`config.mk`:
```
export PLATFORM = sky130hd
export DESIGN_NAME = min_max_peak_decimator_top
export DESIGN_NICKNAME = d
export VERILOG_FILES = /design/src/rtl/mmpd_pkg.sv /design/src/rtl/mmpd_cfg.sv /design/src/rtl/mmpd_front.sv /design/src/rtl/mmpd_queue.sv /design/src/rtl/mmpd_back.sv /design/src/rtl/min_max_peak_decimator_top.sv
export VERILOG_INCLUDE_DIRS = /design/src /design/src/rtl
export SDC_FILE = /design/constraint.sdc
export NUM_CORES = 1
export LEC_CHECK = 0
export BUFFER_PORTS_ARGS = -buffer_cell sky130_fd_sc_hd__buf_2
export CORE_ASPECT_RATIO = 0.75
export CORE_MARGIN = 3
export CORE_UTILIZATION = 35
export CTS_CLUSTER_DIAMETER = 100
export DETAILED_ROUTE_END_ITERATION = 12
export PLACE_DENSITY_LB_ADDON = 0.2
export SLEW_MARGIN = 0
export SYNTH_ARGS = -nofsm -noshare
export SYNTH_HDL_FRONTEND = slang
export SYNTH_HIERARCHICAL = 1
export SYNTH_SLANG_ARGS = --single-unit
```
`constraint.sdc`:
```
create_clock -name clk_i -period 20.5 [get_ports clk_i]
set_input_delay 4.1 -clock clk_i [delete_from_list [all_inputs] [get_ports clk_i]]
set_output_delay 4.1 -clock clk_i [all_outputs]
set_load 0.01 [all_outputs]
```
`src/rtl/min_max_peak_decimator_top_macros.svh`:
```
// ---------------------------------------------------------------------------
// Assertion macros
// Shared concurrent assertion shorthands for the min/max peak decimator.
// ---------------------------------------------------------------------------
`ifndef MIN_MAX_PEAK_DECIMATOR_TOP_MACROS_SVH
`define MIN_MAX_PEAK_DECIMATOR_TOP_MACROS_SVH

// same-cycle implication, checked on every rising clock out of reset
`define MMPD_ASSERT_IMP(name, ante, cons, msg) \
  name: assert property (@(posedge clk_i) disable iff (!rst_ni) (ante) |-> (cons)) \
    else $error(msg);

// next-cycle implication
`define MMPD_ASSERT_NXT(name, ante, cons, msg) \
  name: assert property (@(posedge clk_i) disable iff (!rst_ni) (ante) |=> (cons)) \
    else $error(msg);

`endif

```
`src/rtl/mmpd_pkg.sv`:
```
// ---------------------------------------------------------------------------
// mmpd_pkg
// Shared constants and types of the min/max peak decimator.
// ---------------------------------------------------------------------------
package mmpd_pkg;

  localparam int SAMPLE_COUNT_W = 21;
  localparam int BUCKET_COUNT_W = 13;
  localparam int START_INDEX_W  = 20;
  localparam int BIN_W          = 21;
  localparam int VALUE_W        = 24;
  localparam int CFG_IDX_W      = 2;
  localparam int CFG_DATA_W     = 21;
  localparam int OUT_DATA_W     = 48;
  localparam int QDEPTH         = 2;

  localparam logic [CFG_IDX_W-1:0] CFG_SAMPLE_COUNT = 2'd0;
  localparam logic [CFG_IDX_W-1:0] CFG_BUCKET_COUNT = 2'd1;
  localparam logic [CFG_IDX_W-1:0] CFG_START_INDEX  = 2'd2;

  // one closed bucket, extremes already in output order
  typedef struct packed {
    logic [BIN_W-1:0]   lo_bin;
    logic [VALUE_W-1:0] lo_val;
    logic [BIN_W-1:0]   hi_bin;
    logic [VALUE_W-1:0] hi_val;
    logic               single;
    logic               frame_last;
  } rec_t;

endpackage

```
`src/rtl/mmpd_cfg.sv`:
```
// ---------------------------------------------------------------------------
// mmpd_cfg
// Configuration registers, count saturation and bucket-step modulo setup.
// ---------------------------------------------------------------------------
module mmpd_cfg #(
  parameter int MAX_FRAME_SAMPLES = 1048576,
  parameter int MAX_BUCKETS       = 4096,
  localparam int CW = $clog2(MAX_FRAME_SAMPLES + 1),
  localparam int BW = $clog2(MAX_BUCKETS + 1)
) (
  input  logic                               clk_i,
  input  logic                               rst_ni,
  input  logic                               cfg_valid_i,
  input  logic [mmpd_pkg::CFG_IDX_W-1:0]     cfg_index_i,
  input  logic [mmpd_pkg::CFG_DATA_W-1:0]    cfg_data_i,
  output logic                               busy_o,
  output logic [CW-1:0]                      c_eff_o,
  output logic [BW-1:0]                      b_eff_o,
  output logic [CW-1:0]                      b_mod_o,
  output logic [CW-1:0]                      r_init_o,
  output logic [mmpd_pkg::START_INDEX_W-1:0] start_index_o
);

  localparam int SCW = $clog2(BW + 3);

  logic [mmpd_pkg::SAMPLE_COUNT_W-1:0] sample_count_q, sample_count_d;
  logic [mmpd_pkg::BUCKET_COUNT_W-1:0] bucket_count_q, bucket_count_d;
  logic [mmpd_pkg::START_INDEX_W-1:0]  start_index_q, start_index_d;
  logic                                busy_q, busy_d;
  logic [SCW-1:0]                      cnt_q, cnt_d;
  logic [CW-1:0]                       c_eff_q, c_eff_d;
  logic [BW-1:0]                       b_eff_q, b_eff_d;
  logic [BW-1:0]                       b_sh_q, b_sh_d;
  logic [CW-1:0]                       rem_q, rem_d;
  logic [CW-1:0]                       b_mod_q, b_mod_d;
  logic [CW-1:0]                       r_init_q, r_init_d;
  logic [31:0]                         sc_ext, bc_ext, c_sat, b_sat;
  logic [CW:0]                         rem_sh, rem_sub;

  assign sc_ext = 32'(sample_count_q);
  assign bc_ext = 32'(bucket_count_q);

  always_comb begin
    priority if (sc_ext == 32'd0) begin
      c_sat = 32'd1;
    end else if (sc_ext > 32'(MAX_FRAME_SAMPLES)) begin
      c_sat = 32'(MAX_FRAME_SAMPLES);
    end else begin
      c_sat = sc_ext;
    end
    priority if (bc_ext == 32'd0) begin
      b_sat = 32'd1;
    end else if (bc_ext > 32'(MAX_BUCKETS)) begin
      b_sat = 32'(MAX_BUCKETS);
    end else begin
      b_sat = bc_ext;
    end
  end

  assign rem_sh  = {rem_q, b_sh_q[BW-1]};
  assign rem_sub = rem_sh - {1'b0, c_eff_q};

  always_comb begin
    sample_count_d = sample_count_q;
    bucket_count_d = bucket_count_q;
    start_index_d  = start_index_q;
    busy_d         = busy_q;
    cnt_d          = cnt_q;
    c_eff_d        = c_eff_q;
    b_eff_d        = b_eff_q;
    b_sh_d         = b_sh_q;
    rem_d          = rem_q;
    b_mod_d        = b_mod_q;
    r_init_d       = r_init_q;
    if (cfg_valid_i) begin
      unique case (cfg_index_i)
        mmpd_pkg::CFG_SAMPLE_COUNT: sample_count_d = cfg_data_i;
        mmpd_pkg::CFG_BUCKET_COUNT: bucket_count_d = cfg_data_i[mmpd_pkg::BUCKET_COUNT_W-1:0];
        mmpd_pkg::CFG_START_INDEX:  start_index_d  = cfg_data_i[mmpd_pkg::START_INDEX_W-1:0];
        default: ;
      endcase
      busy_d = 1'b1;
      cnt_d  = '0;
    end else if (busy_q) begin
      cnt_d = cnt_q + SCW'(1);
      if (cnt_q == '0) begin
        c_eff_d = CW'(c_sat);
        b_eff_d = BW'(b_sat);
        b_sh_d  = BW'(b_sat);
        rem_d   = '0;
      end else if (cnt_q <= SCW'(BW)) begin
        b_sh_d = b_sh_q << 1;
        rem_d  = (rem_sh >= {1'b0, c_eff_q}) ? CW'(rem_sub) : CW'(rem_sh);
      end else if (cnt_q == SCW'(BW + 1)) begin
        b_mod_d  = rem_q;
        r_init_d = (rem_q == '0) ? '0 : c_eff_q - rem_q;
      end else begin
        busy_d = 1'b0;
      end
    end
  end

  always_ff @(posedge clk_i or negedge rst_ni) begin
    if (!rst_ni) begin
      sample_count_q <= mmpd_pkg::SAMPLE_COUNT_W'(1);
      bucket_count_q <= mmpd_pkg::BUCKET_COUNT_W'(1);
      start_index_q  <= '0;
      busy_q         <= 1'b1;
      cnt_q          <= '0;
      c_eff_q        <= CW'(1);
      b_eff_q        <= BW'(1);
      b_sh_q         <= '0;
      rem_q          <= '0;
      b_mod_q        <= '0;
      r_init_q       <= '0;
    end else begin
      sample_count_q <= sample_count_d;
      bucket_count_q <= bucket_count_d;
      start_index_q  <= start_index_d;
      busy_q         <= busy_d;
      cnt_q          <= cnt_d;
      c_eff_q        <= c_eff_d;
      b_eff_q        <= b_eff_d;
      b_sh_q         <= b_sh_d;
      rem_q          <= rem_d;
      b_mod_q        <= b_mod_d;
      r_init_q       <= r_init_d;
    end
  end

  assign busy_o        = busy_q;
  assign c_eff_o       = c_eff_q;
  assign b_eff_o       = b_eff_q;
  assign b_mod_o       = b_mod_q;
  assign r_init_o      = r_init_q;
  assign start_index_o = start_index_q;

endmodule

```
`src/rtl/mmpd_front.sv`:
```
// ---------------------------------------------------------------------------
// mmpd_front
// Sample intake: bucket boundary tracking and first-min/first-max capture.
// ---------------------------------------------------------------------------
`include "min_max_peak_decimator_top_macros.svh"

module mmpd_front #(
  parameter int SAMPLE_BITS       = 24,
  parameter int MAX_FRAME_SAMPLES = 1048576,
  parameter int MAX_BUCKETS       = 4096,
  localparam int CW = $clog2(MAX_FRAME_SAMPLES + 1),
  localparam int BW = $clog2(MAX_BUCKETS + 1)
) (
  input  logic                               clk_i,
  input  logic                               rst_ni,
  input  logic                               busy_i,
  input  logic [CW-1:0]                      c_eff_i,
  input  logic [BW-1:0]                      b_eff_i,
  input  logic [CW-1:0]                      b_mod_i,
  input  logic [CW-1:0]                      r_init_i,
  input  logic [mmpd_pkg::START_INDEX_W-1:0] start_index_i,
  input  logic                               valid_i,
  input  logic [mmpd_pkg::VALUE_W-1:0]       sample_i,
  output logic                               ready_o,
  input  logic                               q_full_i,
  output logic                               push_o,
  output mmpd_pkg::rec_t                     rec_o
);

  localparam int VW = (SAMPLE_BITS < mmpd_pkg::VALUE_W) ? SAMPLE_BITS : mmpd_pkg::VALUE_W;
  localparam int DW = (CW > BW) ? CW : BW;

  logic [CW-1:0] idx_q, idx_d;
  logic [CW-1:0] r_q, r_d;
  logic          open_q, open_d;
  logic [VW-1:0] min_val_q, min_val_d, max_val_q, max_val_d;
  logic [CW-1:0] min_idx_q, min_idx_d, max_idx_q, max_idx_d;

  logic                         accept, min_upd, max_upd, closes, frame_end;
  logic                         single, min_first, r_lt_b;
  logic [VW-1:0]                v;
  logic [CW-1:0]                idx_inc, r_next;
  logic [mmpd_pkg::BIN_W-1:0]   min_bin, max_bin;

  assign ready_o = !busy_i && !q_full_i;
  assign accept  = valid_i && ready_o;
  assign v       = sample_i[VW-1:0];

  assign min_upd   = !open_q || (v < min_val_q);
  assign max_upd   = !open_q || (v > max_val_q);
  assign idx_inc   = idx_q + CW'(1);
  assign frame_end = (idx_inc == c_eff_i);
  assign r_lt_b    = DW'(r_q) < DW'(b_eff_i);
  assign closes    = r_lt_b || frame_end;

  assign min_val_d = min_upd ? v : min_val_q;
  assign max_val_d = max_upd ? v : max_val_q;
  assign min_idx_d = min_upd ? idx_q : min_idx_q;
  assign max_idx_d = max_upd ? idx_q : max_idx_q;

  assign single = !open_q || (!min_upd && !max_upd && (min_idx_q == max_idx_q));

  always_comb begin
    priority if (min_upd && !max_upd) begin
      min_first = 1'b0;
    end else if (max_upd && !min_upd) begin
      min_first = 1'b1;
    end else begin
      min_first = min_idx_q < max_idx_q;
    end
  end

  assign min_bin = mmpd_pkg::BIN_W'(start_index_i) + mmpd_pkg::BIN_W'(min_idx_d);
  assign max_bin = mmpd_pkg::BIN_W'(start_index_i) + mmpd_pkg::BIN_W'(max_idx_d);

  always_comb begin
    if (single || min_first) begin
      rec_o.lo_bin = min_bin;
      rec_o.lo_val = mmpd_pkg::VALUE_W'(min_val_d);
      rec_o.hi_bin = max_bin;
      rec_o.hi_val = mmpd_pkg::VALUE_W'(max_val_d);
    end else begin
      rec_o.lo_bin = max_bin;
      rec_o.lo_val = mmpd_pkg::VALUE_W'(max_val_d);
      rec_o.hi_bin = min_bin;
      rec_o.hi_val = mmpd_pkg::VALUE_W'(min_val_d);
    end
    rec_o.single     = single;
    rec_o.frame_last = frame_end;
  end

  assign push_o = accept && closes;

  always_comb begin
    priority if (!r_lt_b) begin
      r_next = CW'(DW'(r_q) - DW'(b_eff_i));
    end else if (r_q >= b_mod_i) begin
      r_next = r_q - b_mod_i;
    end else begin
      r_next = CW'({1'b0, r_q} + {1'b0, c_eff_i} - {1'b0, b_mod_i});
    end
  end

  always_comb begin
    priority if (busy_i) begin
      idx_d  = '0;
      r_d    = r_init_i;
      open_d = 1'b0;
    end else if (accept) begin
      if (frame_end) begin
        idx_d  = '0;
        r_d    = r_init_i;
        open_d = 1'b0;
      end else begin
        idx_d  = idx_inc;
        r_d    = r_next;
        open_d = !closes;
      end
    end else begin
      idx_d  = idx_q;
      r_d    = r_q;
      open_d = open_q;
    end
  end

  always_ff @(posedge clk_i or negedge rst_ni) begin
    if (!rst_ni) begin
      idx_q  <= '0;
      r_q    <= '0;
      open_q <= 1'b0;
    end else begin
      idx_q  <= idx_d;
      r_q    <= r_d;
      open_q <= open_d;
    end
  end

  always_ff @(posedge clk_i) begin
    if (accept) begin
      min_val_q <= min_val_d;
      max_val_q <= max_val_d;
      min_idx_q <= min_idx_d;
      max_idx_q <= max_idx_d;
    end
  end

  `MMPD_ASSERT_IMP(a_push_room, push_o, !q_full_i, "bucket pushed into a full queue")
  `MMPD_ASSERT_IMP(a_idx_range, !busy_i, idx_q < c_eff_i, "sample index beyond frame length")
  `MMPD_ASSERT_IMP(a_min_le_max, open_q, min_val_q <= max_val_q, "bucket minimum above maximum")

endmodule

```
`src/rtl/mmpd_queue.sv`:
```
// ---------------------------------------------------------------------------
// mmpd_queue
// Short FIFO of closed buckets between intake and result emission.
// ---------------------------------------------------------------------------
module mmpd_queue (
  input  logic           clk_i,
  input  logic           rst_ni,
  input  logic           push_i,
  input  mmpd_pkg::rec_t rec_i,
  output logic           full_o,
  input  logic           pop_i,
  output logic           head_valid_o,
  output mmpd_pkg::rec_t head_o
);

  localparam int AW  = $clog2(mmpd_pkg::QDEPTH);
  localparam int NW  = $clog2(mmpd_pkg::QDEPTH + 1);

  mmpd_pkg::rec_t mem_q [mmpd_pkg::QDEPTH];
  logic [AW-1:0]  wr_ptr_q, wr_ptr_d, rd_ptr_q, rd_ptr_d;
  logic [NW-1:0]  cnt_q, cnt_d;

  assign full_o       = (cnt_q == NW'(mmpd_pkg::QDEPTH));
  assign head_valid_o = (cnt_q != '0);
  assign head_o       = mem_q[rd_ptr_q];

  always_comb begin
    wr_ptr_d = push_i ? wr_ptr_q + AW'(1) : wr_ptr_q;
    rd_ptr_d = pop_i ? rd_ptr_q + AW'(1) : rd_ptr_q;
    unique case ({push_i, pop_i})
      2'b10:   cnt_d = cnt_q + NW'(1);
      2'b01:   cnt_d = cnt_q - NW'(1);
      default: cnt_d = cnt_q;
    endcase
  end

  always_ff @(posedge clk_i or negedge rst_ni) begin
    if (!rst_ni) begin
      wr_ptr_q <= '0;
      rd_ptr_q <= '0;
      cnt_q    <= '0;
    end else begin
      wr_ptr_q <= wr_ptr_d;
      rd_ptr_q <= rd_ptr_d;
      cnt_q    <= cnt_d;
    end
  end

  always_ff @(posedge clk_i) begin
    if (push_i) begin
      mem_q[wr_ptr_q] <= rec_i;
    end
  end

endmodule

```
`src/rtl/mmpd_back.sv`:
```
// ---------------------------------------------------------------------------
// mmpd_back
// Result emission: one or two beats per closed bucket into an output register.
// ---------------------------------------------------------------------------
`include "min_max_peak_decimator_top_macros.svh"

module mmpd_back (
  input  logic                            clk_i,
  input  logic                            rst_ni,
  input  logic                            head_valid_i,
  input  mmpd_pkg::rec_t                  head_i,
  output logic                            pop_o,
  output logic                            m_tvalid_o,
  input  logic                            m_tready_i,
  output logic [mmpd_pkg::OUT_DATA_W-1:0] m_tdata_o,
  output logic                            m_tlast_o,
  output logic                            m_tuser_o
);

  localparam int PADW = mmpd_pkg::OUT_DATA_W - mmpd_pkg::BIN_W - mmpd_pkg::VALUE_W;

  logic                         phase_q, phase_d;
  logic                         valid_q, valid_d;
  logic [mmpd_pkg::BIN_W-1:0]   bin_q, bin_d;
  logic [mmpd_pkg::VALUE_W-1:0] val_q, val_d;
  logic                         run_last_q, run_last_d;
  logic                         frame_last_q, frame_last_d;
  logic                         load, last_beat;

  assign load      = head_valid_i && (!valid_q || m_tready_i);
  assign last_beat = head_i.single || phase_q;
  assign pop_o     = load && last_beat;

  always_comb begin
    phase_d = phase_q;
    valid_d = valid_q;
    if (load) begin
      valid_d = 1'b1;
      phase_d = !last_beat;
    end else if (m_tready_i) begin
      valid_d = 1'b0;
    end
    if (phase_q) begin
      bin_d = head_i.hi_bin;
      val_d = head_i.hi_val;
    end else begin
      bin_d = head_i.lo_bin;
      val_d = head_i.lo_val;
    end
    run_last_d   = last_beat;
    frame_last_d = last_beat && head_i.frame_last;
  end

  always_ff @(posedge clk_i or negedge rst_ni) begin
    if (!rst_ni) begin
      phase_q <= 1'b0;
      valid_q <= 1'b0;
    end else begin
      phase_q <= phase_d;
      valid_q <= valid_d;
    end
  end

  always_ff @(posedge clk_i) begin
    if (load) begin
      bin_q        <= bin_d;
      val_q        <= val_d;
      run_last_q   <= run_last_d;
      frame_last_q <= frame_last_d;
    end
  end

  assign m_tvalid_o = valid_q;
  assign m_tdata_o  = {PADW'(0), val_q, bin_q};
  assign m_tlast_o  = run_last_q;
  assign m_tuser_o  = frame_last_q;

  `MMPD_ASSERT_IMP(a_pop_head, pop_o, head_valid_i, "pop from an empty queue")
  `MMPD_ASSERT_IMP(a_phase_pair, phase_q, head_valid_i && !head_i.single,
                   "second beat without a two-result bucket")
  `MMPD_ASSERT_IMP(a_frame_in_run, valid_q && frame_last_q, run_last_q,
                   "frame end outside a bucket end")

endmodule

```
`src/rtl/min_max_peak_decimator_top.sv`:
```
// ---------------------------------------------------------------------------
// min_max_peak_decimator_top
// Min/max peak decimator: first minimum and maximum of each bucket of a frame.
// ---------------------------------------------------------------------------
// Takes one sample per cycle while the modulo unit is idle and the queue is
// not full. Each bucket yields one or two result beats, at up to one beat per
// cycle; a two-entry bucket queue sits between the intake and the output
// register, so with buckets of two or more samples both sides run at full
// rate, and one-sample buckets stall the intake once the queue is full. After
// reset and after every configuration write the bucket-step modulo unit runs,
// one quotient bit per cycle; no sample is taken while it runs. Any
// configuration write restarts the frame and drops a partial bucket.
// ---------------------------------------------------------------------------
module min_max_peak_decimator_top #(
  parameter int SAMPLE_BITS       = 24,
  parameter int MAX_FRAME_SAMPLES = 1048576,
  parameter int MAX_BUCKETS       = 4096
) (
  input  logic                            clk_i,
  input  logic                            rst_ni,
  input  logic                            s_axis_tvalid_i,
  output logic                            s_axis_tready_o,
  input  logic [mmpd_pkg::VALUE_W-1:0]    s_axis_tdata_i,  // [23:0] sample_value
  output logic                            m_axis_tvalid_o,
  input  logic                            m_axis_tready_i,
  output logic [mmpd_pkg::OUT_DATA_W-1:0] m_axis_tdata_o,  // [20:0] bin_index, [44:21] peak_value
  output logic                            m_axis_tlast_o,  // run_last
  output logic                            m_axis_tuser_o,  // [0] frame_last
  input  logic                            cfg_valid_i,
  output logic                            cfg_ready_o,
  input  logic [mmpd_pkg::CFG_IDX_W-1:0]  cfg_index_i,
  input  logic [mmpd_pkg::CFG_DATA_W-1:0] cfg_data_i
);

  localparam int CW = $clog2(MAX_FRAME_SAMPLES + 1);
  localparam int BW = $clog2(MAX_BUCKETS + 1);

  logic                               busy;
  logic [CW-1:0]                      c_eff, b_mod, r_init;
  logic [BW-1:0]                      b_eff;
  logic [mmpd_pkg::START_INDEX_W-1:0] start_index;
  logic                               push, q_full, pop, head_valid;
  mmpd_pkg::rec_t                     rec, head;

  assign cfg_ready_o = 1'b1;

  mmpd_cfg #(
    .MAX_FRAME_SAMPLES(MAX_FRAME_SAMPLES),
    .MAX_BUCKETS      (MAX_BUCKETS)
  ) u_cfg (
    .clk_i        (clk_i),
    .rst_ni       (rst_ni),
    .cfg_valid_i  (cfg_valid_i),
    .cfg_index_i  (cfg_index_i),
    .cfg_data_i   (cfg_data_i),
    .busy_o       (busy),
    .c_eff_o      (c_eff),
    .b_eff_o      (b_eff),
    .b_mod_o      (b_mod),
    .r_init_o     (r_init),
    .start_index_o(start_index)
  );

  mmpd_front #(
    .SAMPLE_BITS      (SAMPLE_BITS),
    .MAX_FRAME_SAMPLES(MAX_FRAME_SAMPLES),
    .MAX_BUCKETS      (MAX_BUCKETS)
  ) u_front (
    .clk_i        (clk_i),
    .rst_ni       (rst_ni),
    .busy_i       (busy),
    .c_eff_i      (c_eff),
    .b_eff_i      (b_eff),
    .b_mod_i      (b_mod),
    .r_init_i     (r_init),
    .start_index_i(start_index),
    .valid_i      (s_axis_tvalid_i),
    .sample_i     (s_axis_tdata_i),
    .ready_o      (s_axis_tready_o),
    .q_full_i     (q_full),
    .push_o       (push),
    .rec_o        (rec)
  );

  mmpd_queue u_queue (
    .clk_i       (clk_i),
    .rst_ni      (rst_ni),
    .push_i      (push),
    .rec_i       (rec),
    .full_o      (q_full),
    .pop_i       (pop),
    .head_valid_o(head_valid),
    .head_o      (head)
  );

  mmpd_back u_back (
    .clk_i       (clk_i),
    .rst_ni      (rst_ni),
    .head_valid_i(head_valid),
    .head_i      (head),
    .pop_o       (pop),
    .m_tvalid_o  (m_axis_tvalid_o),
    .m_tready_i  (m_axis_tready_i),
    .m_tdata_o   (m_axis_tdata_o),
    .m_tlast_o   (m_axis_tlast_o),
    .m_tuser_o   (m_axis_tuser_o)
  );

endmodule

```
==> qor.csv <==
stage,metric,value,unit
run_status,outcome,finished clean,
floorplanning,core area,92370,um2
flow_run,max cap viols,0,
logic_synthesis,yosys warns,6,
global_route,largest net degree at the start of global routing,104,
floorplanning,Initial Util,35.65,%
setup_path,"slowest stage delay, CP",0.64,ns
finish,Syn-to-layout area delta,11.05,%
power_and_ir_drop,net load switching power,1.503,mW
timing,Tmin final,10.02,ns
power_and_ir_drop,Pwr Density,114.3,nW/um2
global_route,first-pass GRT wire length,134200,um
logic_synthesis,Synth top area share,29.27,%
finish,fraction of layout cells with a size suffix above 1,16.09,%
floorplanning,die width,360.2,um
min_path,worst hold path depth,1,
logic_synthesis,#FFs+latches synth,539,
routing,via count,22606,
routing,Antenna Nets Post-Route,0,
routing,DR iter-0 viols,1830,
power_and_ir_drop,Flop pwr share,35.2,%
logic_synthesis,"Avg Cell Area, Syn",10.99,um2
floorplanning,Row Count,96,
clock_network,Clock Path Buffers,3,
logic_synthesis,post-synthesis compound-gate area fraction,13.91,%
timing,worst hold margin,0.4849,ns
logic_synthesis,Post-synth top flop,edfxtp_1,
floorplanning,overall die height,271.6,um
logic_synthesis,Mapped Cells,2997,
setup_path,crit path cell chain,buf_2 -> ha_1 -> a21oi_1 -> o21ai_0 -> a31oi_1 -> and3_1 -> o21ai_0 -> o21ai_0 -> nand2_4 -> mux2_2 -> ha_1 -> inv_1 -> fa_1 -> nor2b_1 -> o211a_1 -> o32ai_1 -> o311ai_0 -> a21oi_1 -> o21bai_1 -> a41o_1 -> o41a_1 -> xnor2_1 -> mux2i_1,
routing,Post-Route WL,86600,um
routing,DR vias/cell,5.224,
logic_synthesis,simple-gate share of the synthesized area,8.918,%
logic_synthesis,"area leader, netlist",edfxtp_1,
global_route,number of global-route vias before repair,21644,
global_route,Overall Global Routing Usage,17.47,%
logic_synthesis,"Seq/Total Area, Yosys",45.86,%
clock_network,postcts setup bufs,0,
placement,PortBufs,100,
clock_network,hold_buf cts,0,
clock_network,H-tree depth,2,
logic_synthesis,Netlist cell types,96,
global_route,initial antenna violation count,3,
power_and_ir_drop,sw frac,35.95,%
power_and_ir_drop,Internal,2.678,mW
setup_path,CP most frequent cell,o21ai_0,
setup_path,Arrival @ worst endpoint,10.35,ns
power_and_ir_drop,combinational cell fraction of total power,38.6,%
timing,Relative slew margins,29.42,%
setup_path,Critical Path Slowest Stage Cell,nand2_4,
logic_synthesis,fraction of the mapped netlist area in adder cells,9.553,%
power_and_ir_drop,Clk network pwr share,26.2,%
timing,Worst Skew,0.05851,ns
timing,Setup TNS,0,ns
clock_network,post-CTS sizing,0,
timing,Fin. Hold Viols,0,
timing,Slew Limit Fails,0,
floorplanning,Die ar.,97830,um2
setup_path,r2r worst-path depth,23,
clock_network,clock latency on the worst-skew pair,0.66,ns
clock_network,number of CTS-inserted buffers,57,
routing,DR WL/cell,20.01,um
finish,Nets,3345,
timing,Final setup viols,0,
power_and_ir_drop,Pleak,16.09,nW
clock_network,clock-pin slew on the worst setup and hold paths,0.07,ns
finish,final std cells w/o fill,4327,
global_route,global route overflow,0,
setup_path,Crit Path Class,input port to flip-flop,
finish,fill count,8914,
placement,dpl cells,4224,
timing,final period utilization,48.89,%
routing,first drt pass iteration count,8,
setup_path,CP Max Fanout,87,
logic_synthesis,Post-synth EDFFs,321,
timing,actual slew at the worst max-slew pin,1.056,ns
placement,GP Congestion,0.8490,
setup_path,CP required,20.83,ns
logic_synthesis,largest family of logic cells by synthesized area,compound AO/OA/AOI/OAI gates,
min_path,Hold/Removal Path Class,flip-flop to flip-flop,
setup_path,CP Capture Type,flip-flop,
power_and_ir_drop,"Power, Total",4.181,mW
logic_synthesis,mux cell area share after synthesis,12.34,%
finish,ANT cells,0,
setup_path,Worst setup SP type,input port,
clock_network,Root Buffer,clkbuf_16,
routing,DRC viols,0,
logic_synthesis,xor/xnor share of the synthesized area,3.804,%
power_and_ir_drop,Peak VDD IR,65.30,uV
clock_network,CTS tree,built,
logic_synthesis,top post-synthesis cells by area,"edfxtp_1 29%, dfrtp_1 16%, ha_1 7.9%, mux2_4 4.5%, mux2_2 4.5%",
logic_synthesis,synthesized area,32930,um2
timing,Max Freq,0.09977,GHz
floorplanning,I/O pins,105,
placement,hpwl dp,63970,um
timing,unrepaired setup endpoints after global routing,no,
logic_synthesis,Async SR Flop Fraction,40.45,%
clock_network,clock sink total,539,
-- layout by cell type (no fill, tap or decap), types with 11 or more instances in the layout --
master	netlist	final
a31oi_1	28	28
and3_1	19	19
xnor2_1	86	86
o22ai_1	19	19
fa_1	26	26
a21o_1	69	69
o31ai_1	17	17
mux2_2	131	131
ha_1	209	209
and2_1	12	11
buf_4	9	27
nor4_1	22	22
clkbuf_16	0	58
buf_2	8	99
nand2_1	168	166
a211oi_1	25	25
nor2_1	166	163
a22o_1	45	45
or2_2	12	13
nor3_1	27	27
edfxtp_1	321	321
xor2_1	57	57
dfrtp_1	213	211
nand3_1	36	36
nor2b_1	31	31
o21a_1	28	28
mux2_4	99	99
nand2b_1	33	32
nand4_1	31	31
a21oi_1	187	187
inv_1	317	315
o21ai_0	108	108
mux2i_1	83	83
o21ai_1	46	46
clkinv_2	0	14
mux2_1	24	24
-- sequential cells by signal, indices dropped and copies added (netlist names), 2 cells and up --
name / flops
u_cfg/sample_count_q: 21
u_queue/mem_q: 184
u_cfg/bucket_count_q: 13
u_front/min_idx_q: 21
u_front/max_idx_q: 21
u_cfg/c_eff_o: 21
u_front/max_val_q: 24
u_cfg/b_sh_q: 13
u_front/idx_q: 21
u_cfg/cnt_q: 4
u_cfg/start_index_o: 20
u_cfg/b_eff_o: 13
u_back/bin_q: 21
u_back/val_q: 24
u_front/min_val_q: 24
u_cfg/rem_q: 21
u_cfg/b_mod_o: 21
u_queue/cnt_q: 2
u_cfg/r_init_o: 21
u_front/r_q: 21
-- final cells by class --
type	count	area, um2	share of cell area [%]
clock buffers	68	1539	4.209
clock inverters	35	440.4	1.204
inverters	318	1196	3.271
multi-input cells	2015	16040	43.86
flip-flops and latches	539	15110	41.32
well taps	1225	1533	4.192
repair buffers	127	713.2	1.950
-- synthesized netlist by cell type, drive strengths merged, types with 7 or more instances --
| master | number |
|---|---|
| edfxtp | 321 |
| inv | 317 |
| mux2 | 254 |
| dfrtp | 213 |
| ha | 209 |
| a21oi | 187 |
| nand2 | 168 |
| nor2 | 167 |
| o21ai | 154 |
| xnor2 | 86 |
| clkbuf | 85 |
| mux2i | 83 |
| a21o | 69 |
| xor2 | 57 |
| a22o | 45 |
| buf | 42 |
| nand3 | 36 |
| nand2b | 33 |
| nand4 | 33 |
| nor2b | 31 |
| a31oi | 28 |
| o21a | 28 |
| nor3 | 27 |
| fa | 26 |
| a211oi | 25 |
| nor4 | 24 |
| and3 | 19 |
| o22ai | 19 |
| o31ai | 18 |
| or2 | 14 |
| and2 | 12 |
| a222oi | 10 |
| a32oi | 10 |
| o21bai | 10 |
| a2111oi | 9 |
| or3 | 9 |
| a211o | 8 |
| a41oi | 7 |
| o2111ai | 7 |
-- logic make-up (layout without fill, tap and decap cells) --
| logic type | after synthesis | count (layout) |
|---|---|---|
| AO/OA/AOI/OAI | 695 | 695 |
| AND/OR/NAND/NOR | 600 | 600 |
| flip-flops | 539 | 539 |
| buffers and inverters | 445 | 548 |
| multiplexers | 337 | 337 |
| adder cells (fa/ha/maj) | 236 | 236 |
| XOR/XNOR | 143 | 143 |
| other | 2 | 4 |
-- per-layer routing --
layer	up-vias	global-route usage (%)	wire (um)
li1	10988	-	-
met1	11034	28.77	47310
met2	515	23.43	33340
met3	69	3.210	4907
met4	0	2.755	1044
met5	-	0	0
-- power groups by stage --
stage / registers, mW / logic, mW / clock network, mW
3_3_place_gp: 1.50 / 1.60 / 0
6_report: 1.47 / 1.61 / 1.09
4_1_cts: 1.47 / 1.61 / 1.13
3_5_place_dp: 1.50 / 1.60 / 0
5_1_grt: 1.49 / 1.78 / 1.17
2_1_floorplan: 1.41 / 1.25 / 0
-- worst max-delay path: cells and delay by family --
family                   cells  cell delay, ns
AO/OA/AOI/OAI               12            3.64
AND/OR/NAND/NOR              3            0.88
adder cells (fa/ha/maj)      3            0.72
multiplexers                 2            0.63
buffers and inverters        2            0.20
XOR/XNOR                     1            0.18
-- through the flow --
step | instance area (um2) | setup slack [ns] | utilization (%)
final | 36570 | 10.48 | 39.59
after global routing | 36570 | 10.24 | 39.59
after CTS | 36570 | 10.65 | 39.59
after detailed placement | 34590 | 9.981 | 37.44
after global placement | 34590 | 10.10 | 37.44
after floorplan | 32940 | 11.35 | -
-- path summary, 6_finish.rpt --
check / slack [ns] / from / endpoint
setup / recovery: 10.48 / s_axis_tdata_i[11] / u_queue/mem_q[0][46]$_DFFE_PP_
max in group asynchronous: 15.05 / rst_ni / u_cfg/start_index_o[5]$_DFFE_PN0P_
setup reg to reg: 13.69 / u_front/max_val_q[11]$_DFFE_PP_ / u_queue/mem_q[0][46]$_DFFE_PP_
hold / removal: 0.48 / u_queue/cnt_q[1]$_DFFE_PN0P_ / u_queue/cnt_q[1]$_DFFE_PN0P_
min in group asynchronous: 3.46 / rst_ni / u_cfg/b_eff_o[1]$_DFFE_PN0P_
hold reg to reg: 0.48 / u_queue/cnt_q[1]$_DFFE_PN0P_ / u_queue/cnt_q[1]$_DFFE_PN0P_
Power figures use the tool's default switching activity.
